File: config.mk
export PLATFORM = sky130hd
export DESIGN_NAME = decimal_seven_segment_scan_flat
export DESIGN_NICKNAME = d
export VERILOG_FILES = /design/src/rtl/dss_pkg.sv /design/src/rtl/dss_if.sv /design/src/rtl/dss_front.sv /design/src/rtl/dss_queue.sv /design/src/rtl/dss_back.sv /design/src/rtl/decimal_seven_segment_scan.sv /design/src/flat_wrapper.sv
export SDC_FILE = /design/constraint.sdc
export NUM_CORES = 1
export LEC_CHECK = 0
export BUFFER_PORTS_ARGS = -buffer_cell sky130_fd_sc_hd__buf_2
export CELL_PAD_IN_SITES_DETAIL_PLACEMENT = 1
export CELL_PAD_IN_SITES_GLOBAL_PLACEMENT = 2
export CORE_ASPECT_RATIO = 0.9
export CORE_MARGIN = 5
export CORE_UTILIZATION = 47
export CTS_CLUSTER_DIAMETER = 100
export DETAILED_ROUTE_END_ITERATION = 12
export GPL_TIMING_DRIVEN = 0
export PLACE_DENSITY_LB_ADDON = 0.1
export SYNTH_ARGS = -nofsm -noshare
export SYNTH_HDL_FRONTEND = slang
export SYNTH_HIERARCHICAL = 1
export SYNTH_SLANG_ARGS = --single-unit
File: constraint.sdc
create_clock -name clk -period 11.1 [get_ports clk]
set_input_delay 0 -clock clk [delete_from_list [all_inputs] [get_ports clk]]
set_output_delay 0 -clock clk [all_outputs]
set_load 0.005 [all_outputs]
File: src/rtl/dss_pkg.sv
// dss_pkg: shared types, constants and the segment decode for the decimal
// seven-segment scan block.
// No dependencies.
package dss_pkg;

	// Places on the display; a 10-bit value never needs more than four
	localparam int DIGIT_COUNT = 4;
	localparam int MAX_PLACES  = 4;
	localparam int PLACES      = (DIGIT_COUNT < MAX_PLACES) ? DIGIT_COUNT : MAX_PLACES;

	localparam int VALUE_W = 10;
	localparam int CNT_W   = 3;   // holds 1..MAX_PLACES
	localparam int IDX_W   = 2;   // indexes MAX_PLACES places
	localparam int SEL_W   = 4;
	localparam int SEG_W   = 8;

	// Largest value with three, two and one digits
	localparam logic [VALUE_W-1:0] MAX_3DIG = 10'd999;
	localparam logic [VALUE_W-1:0] MAX_2DIG = 10'd99;
	localparam logic [VALUE_W-1:0] MAX_1DIG = 10'd9;

	// r / 100 == (r * 41) >> 12 for r below 1000
	localparam logic [15:0] HUND_RECIP = 16'd41;
	localparam int          HUND_SHIFT = 12;

	typedef logic [3:0] bcd_t;

	// One decoded value: its decimal digits and how many to show
	typedef struct packed {
		logic [CNT_W-1:0]         count;
		bcd_t [MAX_PLACES-1:0]    digits;
	} dss_entry_t;

	// Digit to segment pattern, bit 6 is segment a, bit 0 segment g
	function automatic logic [SEG_W-1:0] seg_decode(input bcd_t d);
		logic [SEG_W-1:0] s;
		unique case (d)
			4'd0: s = 8'h7E;
			4'd1: s = 8'h30;
			4'd2: s = 8'h6D;
			4'd3: s = 8'h79;
			4'd4: s = 8'h33;
			4'd5: s = 8'h5B;
			4'd6: s = 8'h5F;
			4'd7: s = 8'h70;
			4'd8: s = 8'h7F;
			4'd9: s = 8'h7B;
			default: s = 8'h00;
		endcase
		return s;
	endfunction

endpackage

File: src/rtl/dss_if.sv
// dss_if: valid/ready channel interfaces for values in and digit results out.
// Depends on dss_pkg.
interface dss_in_if import dss_pkg::*; ();
	logic               valid;
	logic               ready;
	logic [VALUE_W-1:0] sample_value;

	modport source (output valid, output sample_value, input ready);
	modport sink   (input valid, input sample_value, output ready);
endinterface

interface dss_out_if import dss_pkg::*; ();
	logic             valid;
	logic             ready;
	logic [SEL_W-1:0] digit_select;
	logic [SEG_W-1:0] segments;
	logic             last_digit;

	modport source (output valid, output digit_select, output segments,
		output last_digit, input ready);
	modport sink   (input valid, input digit_select, input segments,
		input last_digit, output ready);
endinterface

File: src/rtl/dss_front.sv
// dss_front: accepts values and splits them into decimal digits over two
// stages, pushing one entry per value into the queue.
// Depends on dss_pkg, dss_if.
module dss_front import dss_pkg::*; (
	input  logic        clk,
	input  logic        arst_n,
	dss_in_if.sink      in_item,
	output logic        push_vld,
	input  logic        push_rdy,
	output dss_entry_t  push_data
);

	localparam logic [CNT_W-1:0] CNT_MAX = CNT_W'(PLACES);

	logic               vld_s1, vld_s2;
	logic [VALUE_W-1:0] v_s1;
	logic               th_s2;
	bcd_t               h_s2;
	logic [VALUE_W-1:0] r3_s2;
	logic [CNT_W-1:0]   cnt_s2;
	logic               en_s1, en_s2;

	logic               th;
	logic [VALUE_W-1:0] r3;
	logic [15:0]        h_prod;
	logic [CNT_W-1:0]   sig_cnt;
	logic [CNT_W-1:0]   cnt;

	logic [VALUE_W-1:0] r2_full;
	logic [6:0]         r2;
	bcd_t               tens;
	logic [6:0]         ones_full;

	// Stall chain: a stage loads when empty or when its contents move on
	assign en_s2         = !vld_s2 || push_rdy;
	assign en_s1         = !vld_s1 || en_s2;
	assign in_item.ready = en_s1;

	// Stage 1: thousands, remainder, hundreds estimate and digit count
	always_comb begin
		th      = (v_s1 > MAX_3DIG);
		r3      = th ? (v_s1 - 10'd1000) : v_s1;
		h_prod  = 16'(r3) * HUND_RECIP;
		if (v_s1 > MAX_3DIG)      sig_cnt = 3'd4;
		else if (v_s1 > MAX_2DIG) sig_cnt = 3'd3;
		else if (v_s1 > MAX_1DIG) sig_cnt = 3'd2;
		else                      sig_cnt = 3'd1;
		cnt = (sig_cnt > CNT_MAX) ? CNT_MAX : sig_cnt;
	end

	// Stage 2: tens and ones from the sub-hundred remainder
	always_comb begin
		r2_full = r3_s2 - (VALUE_W'(h_s2) * VALUE_W'(100));
		r2      = r2_full[6:0];
		tens    = '0;
		for (int k = 1; k < 10; k++) begin
			if (r2 >= 7'(k * 10)) tens = tens + 4'd1;
		end
		ones_full = r2 - (7'(tens) * 7'd10);
	end

	assign push_vld            = vld_s2;
	assign push_data.count     = cnt_s2;
	assign push_data.digits[0] = ones_full[3:0];
	assign push_data.digits[1] = tens;
	assign push_data.digits[2] = h_s2;
	assign push_data.digits[3] = {3'b000, th_s2};

	// Stage valid flags
	always_ff @(posedge clk or negedge arst_n) begin
		if (!arst_n) begin
			vld_s1 <= 1'b0;
			vld_s2 <= 1'b0;
		end else begin
			if (en_s1) vld_s1 <= in_item.valid;
			if (en_s2) vld_s2 <= vld_s1;
		end
	end

	// Stage payloads
	always_ff @(posedge clk) begin
		if (en_s1 && in_item.valid) v_s1 <= in_item.sample_value;
		if (en_s2 && vld_s1) begin
			th_s2  <= th;
			h_s2   <= h_prod[HUND_SHIFT +: 4];
			r3_s2  <= r3;
			cnt_s2 <= cnt;
		end
	end

endmodule

File: src/rtl/dss_queue.sv
// dss_queue: two-entry queue of decoded values between front and back.
// Depends on dss_pkg.
module dss_queue import dss_pkg::*; (
	input  logic       clk,
	input  logic       arst_n,
	input  logic       push_vld,
	output logic       push_rdy,
	input  dss_entry_t push_data,
	output logic       pop_vld,
	input  logic       pop_rdy,
	output dss_entry_t pop_data
);

	dss_entry_t mem_q [2];
	logic       wr_ptr_q, rd_ptr_q;
	logic [1:0] fill_q;
	logic       do_push, do_pop;

	assign push_rdy = (fill_q != 2'd2);
	assign pop_vld  = (fill_q != 2'd0);
	assign pop_data = mem_q[rd_ptr_q];
	assign do_push  = push_vld && push_rdy;
	assign do_pop   = pop_vld && pop_rdy;

	// Pointers and fill level
	always_ff @(posedge clk or negedge arst_n) begin
		if (!arst_n) begin
			wr_ptr_q <= 1'b0;
			rd_ptr_q <= 1'b0;
			fill_q   <= 2'd0;
		end else begin
			if (do_push) wr_ptr_q <= !wr_ptr_q;
			if (do_pop)  rd_ptr_q <= !rd_ptr_q;
			if (do_push && !do_pop)      fill_q <= fill_q + 2'd1;
			else if (do_pop && !do_push) fill_q <= fill_q - 2'd1;
		end
	end

	// Entry storage
	always_ff @(posedge clk) begin
		if (do_push) mem_q[wr_ptr_q] <= push_data;
	end

endmodule

File: src/rtl/dss_back.sv
// dss_back: walks the digits of the head entry, ones first, one result per
// cycle into the output register while the output is not stalled.
// Depends on dss_pkg, dss_if.
module dss_back import dss_pkg::*; (
	input  logic       clk,
	input  logic       arst_n,
	input  logic       invert_q,
	input  logic       pop_vld,
	output logic       pop_rdy,
	input  dss_entry_t pop_data,
	dss_out_if.source  out_item
);

	logic [IDX_W-1:0] idx_q;
	logic             out_vld_q;
	logic [SEL_W-1:0] sel_q;
	logic [SEG_W-1:0] seg_q;
	logic             last_q;
	logic             out_free;
	logic             emit;
	logic             is_last;
	logic [SEG_W-1:0] seg_raw;

	assign out_free = !out_vld_q || out_item.ready;
	assign emit     = pop_vld && out_free;
	assign is_last  = ((CNT_W'(idx_q) + 3'd1) == pop_data.count);
	assign pop_rdy  = emit && is_last;
	assign seg_raw  = seg_decode(pop_data.digits[idx_q]);

	assign out_item.valid        = out_vld_q;
	assign out_item.digit_select = sel_q;
	assign out_item.segments     = seg_q;
	assign out_item.last_digit   = last_q;

	// Digit index and output valid
	always_ff @(posedge clk or negedge arst_n) begin
		if (!arst_n) begin
			idx_q     <= '0;
			out_vld_q <= 1'b0;
		end else begin
			if (out_free) out_vld_q <= pop_vld;
			if (emit) idx_q <= is_last ? '0 : idx_q + 1'b1;
		end
	end

	// Result payload
	always_ff @(posedge clk) begin
		if (emit) begin
			sel_q  <= SEL_W'(1) << idx_q;
			seg_q  <= invert_q ? ~seg_raw : seg_raw;
			last_q <= is_last;
		end
	end

endmodule

File: src/rtl/decimal_seven_segment_scan.sv
// decimal_seven_segment_scan: top level; holds the inversion register and
// joins front, queue and back.
// Depends on dss_pkg, dss_if, dss_front, dss_queue, dss_back.
//
//  channel    dir  handshake         payload
//  in_item    in   valid/ready       sample_value[9:0]
//  out_item   out  valid/ready       digit_select[3:0], segments[7:0], last_digit
//  cfg        in   cfg_we            cfg_wdata = invert_segments
//
// One result per cycle leaves the back end while the output is not stalled,
// one result per shown digit (1 to 4); the back end's digit walk sets the
// sustained rate. The first result of a taken request passes the second
// front stage, the queue and the output register before it is valid.
// Reset clears all valids and sets inversion on.
// Either side may stall; the two-entry queue lets the front keep taking
// requests while the back end waits.
module decimal_seven_segment_scan import dss_pkg::*; (
	input  logic        clk,
	input  logic        arst_n,
	dss_in_if.sink      in_item,
	dss_out_if.source   out_item,
	input  logic        cfg_we,
	input  logic        cfg_wdata
);

	logic       invert_q;
	logic       push_vld, push_rdy, pop_vld, pop_rdy;
	dss_entry_t push_data, pop_data;

	// Segment inversion register, common-anode by default
	always_ff @(posedge clk or negedge arst_n) begin
		if (!arst_n) begin
			invert_q <= 1'b1;
		end else if (cfg_we) begin
			invert_q <= cfg_wdata;
		end
	end

	dss_front u_front (
		.clk       (clk),
		.arst_n    (arst_n),
		.in_item   (in_item),
		.push_vld  (push_vld),
		.push_rdy  (push_rdy),
		.push_data (push_data)
	);

	dss_queue u_queue (
		.clk       (clk),
		.arst_n    (arst_n),
		.push_vld  (push_vld),
		.push_rdy  (push_rdy),
		.push_data (push_data),
		.pop_vld   (pop_vld),
		.pop_rdy   (pop_rdy),
		.pop_data  (pop_data)
	);

	dss_back u_back (
		.clk      (clk),
		.arst_n   (arst_n),
		.invert_q (invert_q),
		.pop_vld  (pop_vld),
		.pop_rdy  (pop_rdy),
		.pop_data (pop_data),
		.out_item (out_item)
	);

endmodule

File: src/flat_wrapper.sv
// flat-port wrapper written by rule: the top's interface ports become plain ports
module decimal_seven_segment_scan_flat import dss_pkg::*;
  (clk, arst_n, cfg_we, cfg_wdata, in_item_valid, in_item_sample_value, in_item_ready, out_item_valid, out_item_digit_select, out_item_segments, out_item_last_digit, out_item_ready);
  dss_in_if in_item_i ();
  dss_out_if out_item_i ();
  input  logic clk;
  input  logic arst_n;
  input  logic cfg_we;
  input  logic cfg_wdata;
  input wire logic [$bits(in_item_i.valid)-1:0] in_item_valid;
  input wire logic [$bits(in_item_i.sample_value)-1:0] in_item_sample_value;
  output wire logic [$bits(in_item_i.ready)-1:0] in_item_ready;
  output wire logic [$bits(out_item_i.valid)-1:0] out_item_valid;
  output wire logic [$bits(out_item_i.digit_select)-1:0] out_item_digit_select;
  output wire logic [$bits(out_item_i.segments)-1:0] out_item_segments;
  output wire logic [$bits(out_item_i.last_digit)-1:0] out_item_last_digit;
  input wire logic [$bits(out_item_i.ready)-1:0] out_item_ready;
  assign in_item_i.valid = in_item_valid;
  assign in_item_i.sample_value = in_item_sample_value;
  assign in_item_ready = in_item_i.ready;
  assign out_item_valid = out_item_i.valid;
  assign out_item_digit_select = out_item_i.digit_select;
  assign out_item_segments = out_item_i.segments;
  assign out_item_last_digit = out_item_i.last_digit;
  assign out_item_i.ready = out_item_ready;
  decimal_seven_segment_scan u_core (.clk(clk), .arst_n(arst_n), .in_item(in_item_i), .out_item(out_item_i), .cfg_we(cfg_we), .cfg_wdata(cfg_wdata));
endmodule
==> qor.txt, run 1 <==
dominant synthesized flop cell = edfxtp_1
Mapped Cells = 435
clock-pin slew on the worst setup and hold paths = 0.06 ns
setup_tns = 0 ns
Slew Viols, Final = 0
DPL Wire Length = 7906 um
async set or reset register ratio after synthesis = 0.1163
area leader, netlist = edfxtp_1
critical path's slowest cell = edfxtp_1
GRT Util Overall = 0.1638
Slew HR = 0.3651
routability cong. = 0.7403
Final min period = 7.717 ns
Worst EP arrival = 7.78 ns
Distinct cells, synth = 67
Worst path max stage delay = 0.44 ns
drt first pass iters = 4
final wirelength = 10420 um
setup violators final = 0
Mean Syn Cell Area = 12.58 sq um
layout cells sized above 1 = 0.2265
Final #Nets = 571
grt met3 use = 0.03275
Post-synth top cells = 76 x edfxtp_1, 55 x ha_1, 42 x inv_1
routed wire length per instance = 15.91 um
number of global-route vias before repair = 3756
final hold vios = 0
synthesized area = 5473 sq um
Setup crit end kind = register
R2R Setup Slk = 3.38 ns
Critical Path Fanout Max = 7
Ant. Diodes = 0
met1 global-route usage = 0.2098
pre-CTS setup slack = 3.384 ns
Area Overhead vs Synth = 15.13%
Yosys warnings = 6
chip height = 112.4 um
count leader, synth = edfxtp_1
via count = 3376
most used routing layer = met2
fin worst setup slack = 3.383 ns
Sink Count = 86
core area = 11430 sq um
Fillers = 1168
Residual DRC = 0
status = completed
initial antenna violation count = 0
Top-Level Pins = 31
Post-synth EDFFs = 76
global route overflow = 0
maximum clock frequency = 129.6 MHz
CTS Buf Count = 9
largest net degree at the start of global routing = 20
crit start category = register
Worst EP required = 11.17 ns
Placed Instances = 624
Initial Util = 0.4786
worst hold path class = in2async
Finished Layout Cells = 655
drt first-iter violations = 125
Yosys reg bits = 86
Post-CTS Setup Bufs = 0
worst clock skew = 0.008507 ns
most used cell, CP = ha_1
Slew @ Worst Pin = 0.9523 ns
I/O Buffers = 30
vias per cell = 5.154
top cell type's share of synthesized area = 0.4170
Die Width = 123.7 um
post-route ant nets = 0
final cycle utilization of the critical path = 0.6952
Rows = 37
H-tree levels = 3
RSZ-0062 raised after global routing = no
clock insertion delay at the later pin of the skew report = 0.33 ns
clk root buf = clkbuf_16
top cells by area, synth = edfxtp_1 42%, ha_1 13%, mux2_2 4.5%
Seq/Total Area, Yosys = 0.4630
clk buf depth = 2
WS Path Type = reg2reg
global-route wire length before repair = 18120 um
die footprint = 13910 sq um
met2 usage = 0.2814
Max Cap Violations = 0
CTS tree = done
## path summary, 6_finish.rpt
| kind | start | end | depth (start not counted) |
|---|---|---|---|
| worst min-delay path | arst_n | u_core/u_queue/fill_q[1]$_DFFE_PN0P_ | 2 |
| worst max-delay path | u_core/u_front/h_s2[0]$_DFFE_PP_ | u_core/u_queue/mem_q[0][3]$_DFFE_PP_ | 32 |
| worst min register to register | u_core/u_front/cnt_s2[2]$_SDFFCE_PN1P_ | u_core/u_queue/mem_q[0][18]$_DFFE_PP_ | 0 |
| max in group asynchronous | arst_n | u_core/invert_q$_DFFE_PN1P_ | 2 |
| worst max register to register | u_core/u_front/h_s2[0]$_DFFE_PP_ | u_core/u_queue/mem_q[0][3]$_DFFE_PP_ | 32 |
| min in group clk | in_item_sample_value[2] | u_core/u_front/v_s1[2]$_DFFE_PP_ | 2 |
## cell usage in the layout, fill, tap and decap left out, drive strengths merged, types with 2 or more instances in the layout
cell / n
a211oi: 2
a21o: 9
a21oi: 11
a31oi: 4
and2: 5
and3: 4
buf: 44
clkbuf: 10
clkinv: 3
conb: 3
dfrtp: 9
dlygate4sd3: 15
edfxtp: 76
fa: 6
ha: 55
inv: 44
mux2: 26
mux2i: 7
mux4: 4
nand2: 21
nand2b: 9
nand3: 4
nand4: 3
nor2: 16
nor2b: 10
nor3: 8
o2111ai: 2
o21a: 3
o21ai: 12
o311ai: 2
o31ai: 3
or2: 5
xnor2: 32
xor2: 13
## registers in the layout, indices dropped and copies added (netlist names)
name / count
u_core/u_back/idx_q: 2
u_core/u_queue/rd_ptr_q: 1
u_core/u_queue/fill_q: 2
u_core/u_front/r3_s2: 7
u_core/u_queue/mem_q: 38
u_core/u_front/push_vld: 1
u_core/u_back/out_item.last_digit: 1
u_core/u_back/out_item.valid: 1
u_core/u_front/th_s2: 1
u_core/u_front/vld_s1: 1
u_core/u_queue/wr_ptr_q: 1
u_core/invert_q: 1
u_core/u_front/v_s1: 10
u_core/u_back/out_item.digit_select: 4
u_core/u_front/cnt_s2: 3
u_core/u_back/out_item.segments: 8
u_core/u_front/h_s2: 4
## cells by family (layout without fill, tap and decap cells)
logic type      Yosys count  count (layout)  synth area share
compound gates           58              58           0.08322
xor+xnor                 45              45           0.08025
fa+ha+maj                61              61            0.1477
buf+inv                  56             118           0.04801
flops                    86              86            0.4630
mux                      37              37           0.08688
other cells               1               3         0.0006852
simple gates             91              91           0.09031
## critical path, delay by kind of cell (launching register included)
| kind | cells | cell delay, ns |
|---|---|---|
| AO/OA/AOI/OAI | 5 | 0.93 |
| buffers and inverters | 2 | 0.10 |
| AND/OR/NAND/NOR | 7 | 1.20 |
| adder cells (fa/ha/maj) | 10 | 3.16 |
| XOR/XNOR | 5 | 0.91 |
| multiplexers | 3 | 0.72 |
| flip-flops | 1 | 0.44 |
## layer usage
layer | routed length (um) | vias up
li1 | - | 1664
met1 | 4728 | 1662
met2 | 5311 | 38
met3 | 242 | 12
met4 | 137 | 0
met5 | 0 | -
## layout make-up
class | instances | area [sq um] | share of cell area
multi-input combinational | 295 | 2686 | 0.4263
sequential | 86 | 2534 | 0.4021
timing repair buffer | 46 | 315.3 | 0.05004
clock buffer | 10 | 239.0 | 0.03793
tap | 156 | 195.2 | 0.03098
inverter | 43 | 161.4 | 0.02562
buffer | 13 | 101.3 | 0.01608
clock inverter | 6 | 68.82 | 0.01092
## stage by stage
stage | hold slack, ns | area, sq um | utilization
after global routing | 0.09827 | 6301 | 0.5510
after global placement | -0.1257 | 5826 | 0.5095
after CTS | 0.06153 | 6301 | 0.5510
final | 0.06975 | 6301 | 0.5510
after floorplan | -0.2956 | 5480 | -
after detailed placement | -0.1183 | 5843 | 0.5110
## timing repair
| item | in CTS | in global routing |
|---|---|---|
| hold buffers | 15 | 0 |
| resized for setup | 0 | 0 |
| setup endpoints to repair | 0 | 0 |
| hold endpoints to repair | 23 | 0 |
Power of run 1 is not shown: default switching activity piles up to over one toggle a cycle in this logic, so the estimate is an artifact.
==> run 2: changes to the inputs <==
Settings changed: CORE_UTILIZATION 47 to 39.
Clock period 11.1 ns to 6.2 ns, I/O delays scaled along.
==> run 2 against run 1 <==
  * The run now ends with negative setup slack left
  * Via count rose by 1.7%
  * Wire length rose by 2.6%
  * Worst setup slack got worse by 3.9 ns
  * Non-clock buffer count rose by 26
  * Sequential cell count did not move
==> qor.txt, run 2 (synthesized netlist as in run 1, its figures left out) <==
status = complete, but fails checks
failing checks = negative setup slack
GRT Util Overall = 0.1404 (-0.02335)
most used cell, CP = ha_4
global route overflow = 0 (unchanged)
placed cell area = 6023 sq um (+3.1%)
CTS Buf Count = 9 (unchanged)
Initial Util = 0.3937 (-0.08494)
drt first-iter violations = 141 (+13%)
routability cong. = 0.7664 (+3.5%)
worst hold path class = in2async
setup violators final = 6 (+6)
core area = 13900 sq um (+22%)
Biggest register = u_core/u_queue/mem_q
largest net degree at the start of global routing = 20 (unchanged)
clk root buf = clkbuf_16
H-tree levels = 3 (unchanged)
max reg flops = 38 (unchanged)
Slew Viols, Final = 0 (unchanged)
DPL Wire Length = 7943 um (+0.47%)
Worst path max stage delay = 0.52 ns (+0.08 ns)
post-route ant nets = 0 (unchanged)
RSZ-0062 raised after global routing = yes
via count = 3435 (+1.7%)
commonest non-fill, non-tap cell in the layout = edfxtp_1
Max Cap Violations = 0 (unchanged)
Worst EP required = 6.28 ns (-4.89 ns)
Fillers = 1449 (+24%)
die footprint = 16500 sq um (+19%)
WS Path Type = reg2reg
global-route wire length before repair = 18240 um (+0.65%)
vias per cell = 4.784 (-7.2%)
I/O Buffers = 30 (unchanged)
final hold vios = 0 (unchanged)
Sink Count = 86 (unchanged)
routed wire length per instance = 14.89 um (-6.4%)
final cycle utilization of the critical path = 1.088 (+0.3925)
fin worst setup slack = -0.5436 ns (-3.927 ns)
FF+latch area = 2534 sq um (unchanged)
layout cells sized above 1 = 0.3257 (+0.09926)
fin area = 6808 sq um (+8.0%)
fin util = 0.4897 (-0.06135)
Multi-input gate area = 2944 sq um (+9.6%)
Top-Level Pins = 31 (unchanged)
Worst EP arrival = 6.82 ns (-0.96 ns)
chip height = 122.4 um (+8.9%)
Finished Layout Cells = 718 (+9.6%)
Critical Path Fanout Max = 4 (-3)
Placed Instances = 661 (+5.9%)
initial antenna violation count = 0 (unchanged)
Rows = 41 (+11%)
Slew HR = 0.3502 (-0.01494)
drt first pass iters = 4 (unchanged)
maximum clock frequency = 148.3 MHz (+14%)
clk buf depth = 2 (unchanged)
R2R depth = 30 (-6.3%)
clock insertion delay at the later pin of the skew report = 0.34 ns (about the same)
Die Width = 134.9 um (+9.0%)
clock-pin slew on the worst setup and hold paths = 0.06 ns (about the same)
most frequent cells in the layout = 76 x edfxtp_1, 46 x ha_1, 38 x inv_1
Final #Nets = 597 (+4.6%)
Final min period = 6.744 ns (-0.9731 ns)
Ant. Diodes = 0 (unchanged)
worst clock skew = 0.006155 ns (-0.002351 ns)
crit start category = register
number of global-route vias before repair = 3678 (-2.1%)
Area Overhead vs Synth = 24.39%
final wirelength = 10690 um (+2.6%)
CTS tree = done
critical path's slowest cell = or4_4
Slew @ Worst Pin = 0.9747 ns (+0.02241 ns)
Setup crit end kind = register
Residual DRC = 0 (unchanged)
[run 2: what timing repair did]
action / in CTS / in global routing
cloned: 0 / 0
setup endpoints to repair: 10 / 8
buffers inserted: 18 / 9
pin swaps: 19 / 19
hold buffers: 15 / 0
endpoints found under the hold margin: 23 / 0
resized for setup: 12 / 8
[run 2: worst max-delay path: cells and delay by family (launching register included)]
family	cells	cell delay (ns)
AO/OA/AOI/OAI	6	0.94
AND/OR/NAND/NOR	6	1.32
XOR/XNOR	4	0.54
multiplexers	3	0.67
adder cells (fa/ha/maj)	9	2.48
buffers and inverters	2	0.07
flip-flops	1	0.44
[run 2: final timing paths]
| check | startpoint | end | slack [ns] |
|---|---|---|---|
| max | u_core/u_front/h_s2[0]$_DFFE_PP_ | u_core/u_queue/mem_q[0][3]$_DFFE_PP_ | -0.54 |
| min | arst_n | u_core/u_back/idx_q[1]$_DFFE_PN0P_ | 0.09 |
| max reg2reg | u_core/u_front/h_s2[0]$_DFFE_PP_ | u_core/u_queue/mem_q[0][3]$_DFFE_PP_ | -0.54 |
| min reg2reg | u_core/u_front/cnt_s2[0]$_SDFFCE_PN0P_ | u_core/u_queue/mem_q[1][16]$_DFFE_PP_ | 0.45 |
| max in group asynchronous | arst_n | u_core/invert_q$_DFFE_PN1P_ | 5.85 |
| min in group clk | in_item_sample_value[4] | u_core/u_front/v_s1[4]$_DFFE_PP_ | 0.36 |
[run 2: area by class of cell]
cell class | count | area share
well taps | 193 | 0.03547
multi-input cells | 295 | 0.4325
repair buffers | 72 | 0.07609
clock inverters | 6 | 0.01011
flip-flops and latches | 86 | 0.3722
inverters | 43 | 0.02371
plain buffers | 13 | 0.01489
clock buffers | 10 | 0.03510
[run 2: metal layers]
metal	wire length [um]	up-vias	GRT usage
met3	257	13	0.02623
li1	-	1719	-
met4	167	0	0.04707
met2	5365	34	0.2422
met5	0	-	0
met1	4902	1669	0.1786
[run 2: metrics by stage]
step                      TNS [ns]  worst slack (ns)  hold slack (ns)
after floorplan             -1.447           -0.4686          -0.2956
after global placement      -4.087           -0.9720          -0.1181
after detailed placement    -4.826            -1.057          -0.1112
after CTS                   -2.069           -0.6589          0.07781
after global routing        -3.307           -0.8429           0.1164
final                       -1.740           -0.5436          0.08899
Power of run 2 is left out for the same reason.
==> run 3: changes to the inputs <==
Settings changed: BUFFER_PORTS_ARGS -buffer_cell sky130_fd_sc_hd__buf_2 to not set, CORE_UTILIZATION 39 to 41, DONT_BUFFER_PORTS set to 1.
==> run 3 against run 2 <==
  * The flow still finishes with violations (negative setup slack)
  * Global-route usage decreased by 0.12 points
  * Via count decreased by 1.6%
  * Clock-buffer cell count increased by 1
  * Sequential share of layout area increased by 0.78 points
  * Register-to-register slack about the same
  * Wire length decreased by 2.1%
  * Core utilization increased by 1.5 points
  * Hold slack got worse by 0.034 ns
  * First-iteration DRC count decreased by 15%
  * Worst setup slack got worse by 0.013 ns
  * Clock skew increased by 0.0045 ns
  * Critical path type unchanged
  * Largest cell class unchanged
==> qor.txt, run 3 (synthesized netlist as in run 1, its figures left out) <==
status = complete, but fails checks
failing checks = negative setup slack
Final #Nets = 569 (-4.7%)
Setup crit end kind = register
routability cong. = 0.7886 (+2.9%)
Ant. Diodes = 0 (unchanged)
Sink Count = 86 (unchanged)
routed wire length per instance = 15.75 um (+5.7%)
global-route wire length before repair = 17790 um (-2.5%)
drt first pass iters = 5 (+1)
GRT Util Overall = 0.1392 (-0.001192)
post-route ant nets = 0 (unchanged)
Multi-input gate area = 2969 sq um (+0.85%)
most used cell, CP = ha_4
critical path's slowest cell = or4_4
Area Overhead vs Synth = 21.83%
fin worst setup slack = -0.5564 ns (-0.01275 ns)
chip height = 119.6 um (-2.3%)
FF+latch area = 2534 sq um (unchanged)
H-tree levels = 3 (unchanged)
Placed Instances = 606 (-8.3%)
Top-Level Pins = 31 (unchanged)
Critical Path Fanout Max = 6 (+2)
vias per cell = 5.083 (+6.2%)
Slew Viols, Final = 0 (unchanged)
most frequent cells in the layout = 76 x edfxtp_1, 46 x ha_1, 38 x inv_1
Rows = 40 (-2.4%)
crit start category = register
via count = 3380 (-1.6%)
global route overflow = 0 (unchanged)
Biggest register = u_core/u_queue/mem_q
final cycle utilization of the critical path = 1.090 (+0.002057)
Max Cap Violations = 0 (unchanged)
initial antenna violation count = 0 (unchanged)
CTS tree = done
RR Startpoint = u_core/u_front/h_s2[0]$_DFFE_PP_
number of global-route vias before repair = 3682 (+0.11%)
worst r2r dst = u_core/u_queue/mem_q[0][3]$_DFFE_PP_
DPL Wire Length = 7769 um (-2.2%)
R2R Setup Slk = -0.56 ns (about the same)
largest net degree at the start of global routing = 20 (unchanged)
die footprint = 15760 sq um (-4.5%)
Slew @ Worst Pin = 0.9454 ns (-0.02930 ns)
Final min period = 6.756 ns (+0.01275 ns)
Residual DRC = 0 (unchanged)
Slew HR = 0.3697 (+0.01954)
Fillers = 1360 (-6.1%)
Worst EP required = 6.28 ns (about the same)
Die Width = 131.8 um (-2.3%)
RSZ-0062 raised after global routing = yes
Initial Util = 0.4142 (+0.02054)
worst hold path class = in2async
Worst EP arrival = 6.84 ns (+0.02 ns)
setup violators final = 4 (-2)
R2R depth = 30 (unchanged)
final hold vios = 0 (unchanged)
commonest non-fill, non-tap cell in the layout = edfxtp_1
clock-pin slew on the worst setup and hold paths = 0.06 ns (about the same)
clk buf depth = 2 (unchanged)
layout cells sized above 1 = 0.2958 (-0.02994)
CTS Buf Count = 9 (unchanged)
clock insertion delay at the later pin of the skew report = 0.34 ns (about the same)
Worst path max stage delay = 0.53 ns (about the same)
core area = 13210 sq um (-5.0%)
clk root buf = clkbuf_16
worst clock skew = 0.01067 ns (+0.004513 ns)
drt first-iter violations = 120 (-15%)
WS Path Type = reg2reg
Finished Layout Cells = 665 (-7.4%)
max reg flops = 38 (unchanged)
maximum clock frequency = 148.0 MHz (-0.19%)
I/O Buffers = 0 (-100%)
final wirelength = 10470 um (-2.1%)
==> run 3: per-layer routing <==
metal | up-vias | GRT usage | part of all wire | wire length [um]
li1 | 1664 | - | - | -
met1 | 1673 | 0.1681 | 0.44 | 4608
met2 | 29 | 0.2471 | 0.52 | 5471
met3 | 14 | 0.03227 | 0.022 | 230
met4 | 0 | 0.04306 | 0.016 | 163
met5 | - | 0 | 0 | 0
==> run 3: layout make-up <==
cell class	instances	area share
buffer	13	0.01520
clock buffer	11	0.03791
clock inverter	5	0.009570
inverter	43	0.02421
multi-input combinational	295	0.4453
sequential	86	0.3800
tap	168	0.03153
timing repair buffer	44	0.05630
==> run 3: worst max-delay path: cells and delay by family (launching register included) <==
family	cells	cell delay [ns]
adder cells (fa/ha/maj)	9	2.46
AND/OR/NAND/NOR	6	1.33
AO/OA/AOI/OAI	6	0.94
multiplexers	3	0.67
XOR/XNOR	4	0.58
flip-flops	1	0.43
buffers and inverters	2	0.08
==> run 3: how the worst max path moves through the flow <==
stage | end | slack, ns | cells past startpoint | from
detailed placement | u_core/u_queue/mem_q[0][3]$_DFFE_PP_ | -1.05 | 35 | u_core/u_front/h_s2[0]$_DFFE_PP_
CTS | u_core/u_queue/mem_q[0][3]$_DFFE_PP_ | -0.59 | 30 | u_core/u_front/h_s2[0]$_DFFE_PP_
global route | u_core/u_queue/mem_q[0][3]$_DFFE_PP_ | -0.81 | 30 | u_core/u_front/h_s2[0]$_DFFE_PP_
finish | u_core/u_queue/mem_q[0][3]$_DFFE_PP_ | -0.56 | 30 | u_core/u_front/h_s2[0]$_DFFE_PP_
floorplan | u_core/u_queue/mem_q[0][3]$_DFFE_PP_ | -0.47 | 33 | u_core/u_front/h_s2[0]$_DFFE_PP_
global placement | u_core/u_queue/mem_q[0][3]$_DFFE_PP_ | -0.96 | 33 | u_core/u_front/h_s2[0]$_DFFE_PP_
==> run 3: timing repair <==
item | in CTS | in global routing
cloned | 0 | 0
setup buffers | 17 | 11
endpoints found under the setup margin | 8 | 8
endpoints found under the hold margin | 23 | 0
gates resized for setup | 12 | 10
hold buffers | 15 | 0
pin swaps | 19 | 16
==> run 3: per-stage QoR <==
stage / util / setup TNS (ns) / hold slack, ns / instance area, sq um / worst slack, ns
after floorplan: - / -1.447 / -0.2956 / 5614 / -0.4686
after global placement: 0.4408 / -3.977 / -0.2951 / 5824 / -0.9642
after detailed placement: 0.4421 / -4.648 / -0.2951 / 5842 / -1.053
after CTS: 0.4941 / -1.757 / 0.06323 / 6529 / -0.5920
after global routing: 0.5046 / -2.628 / 0.08766 / 6668 / -0.8076
final: 0.5046 / -1.584 / 0.05547 / 6668 / -0.5564
Power of run 3 is left out for the same reason.
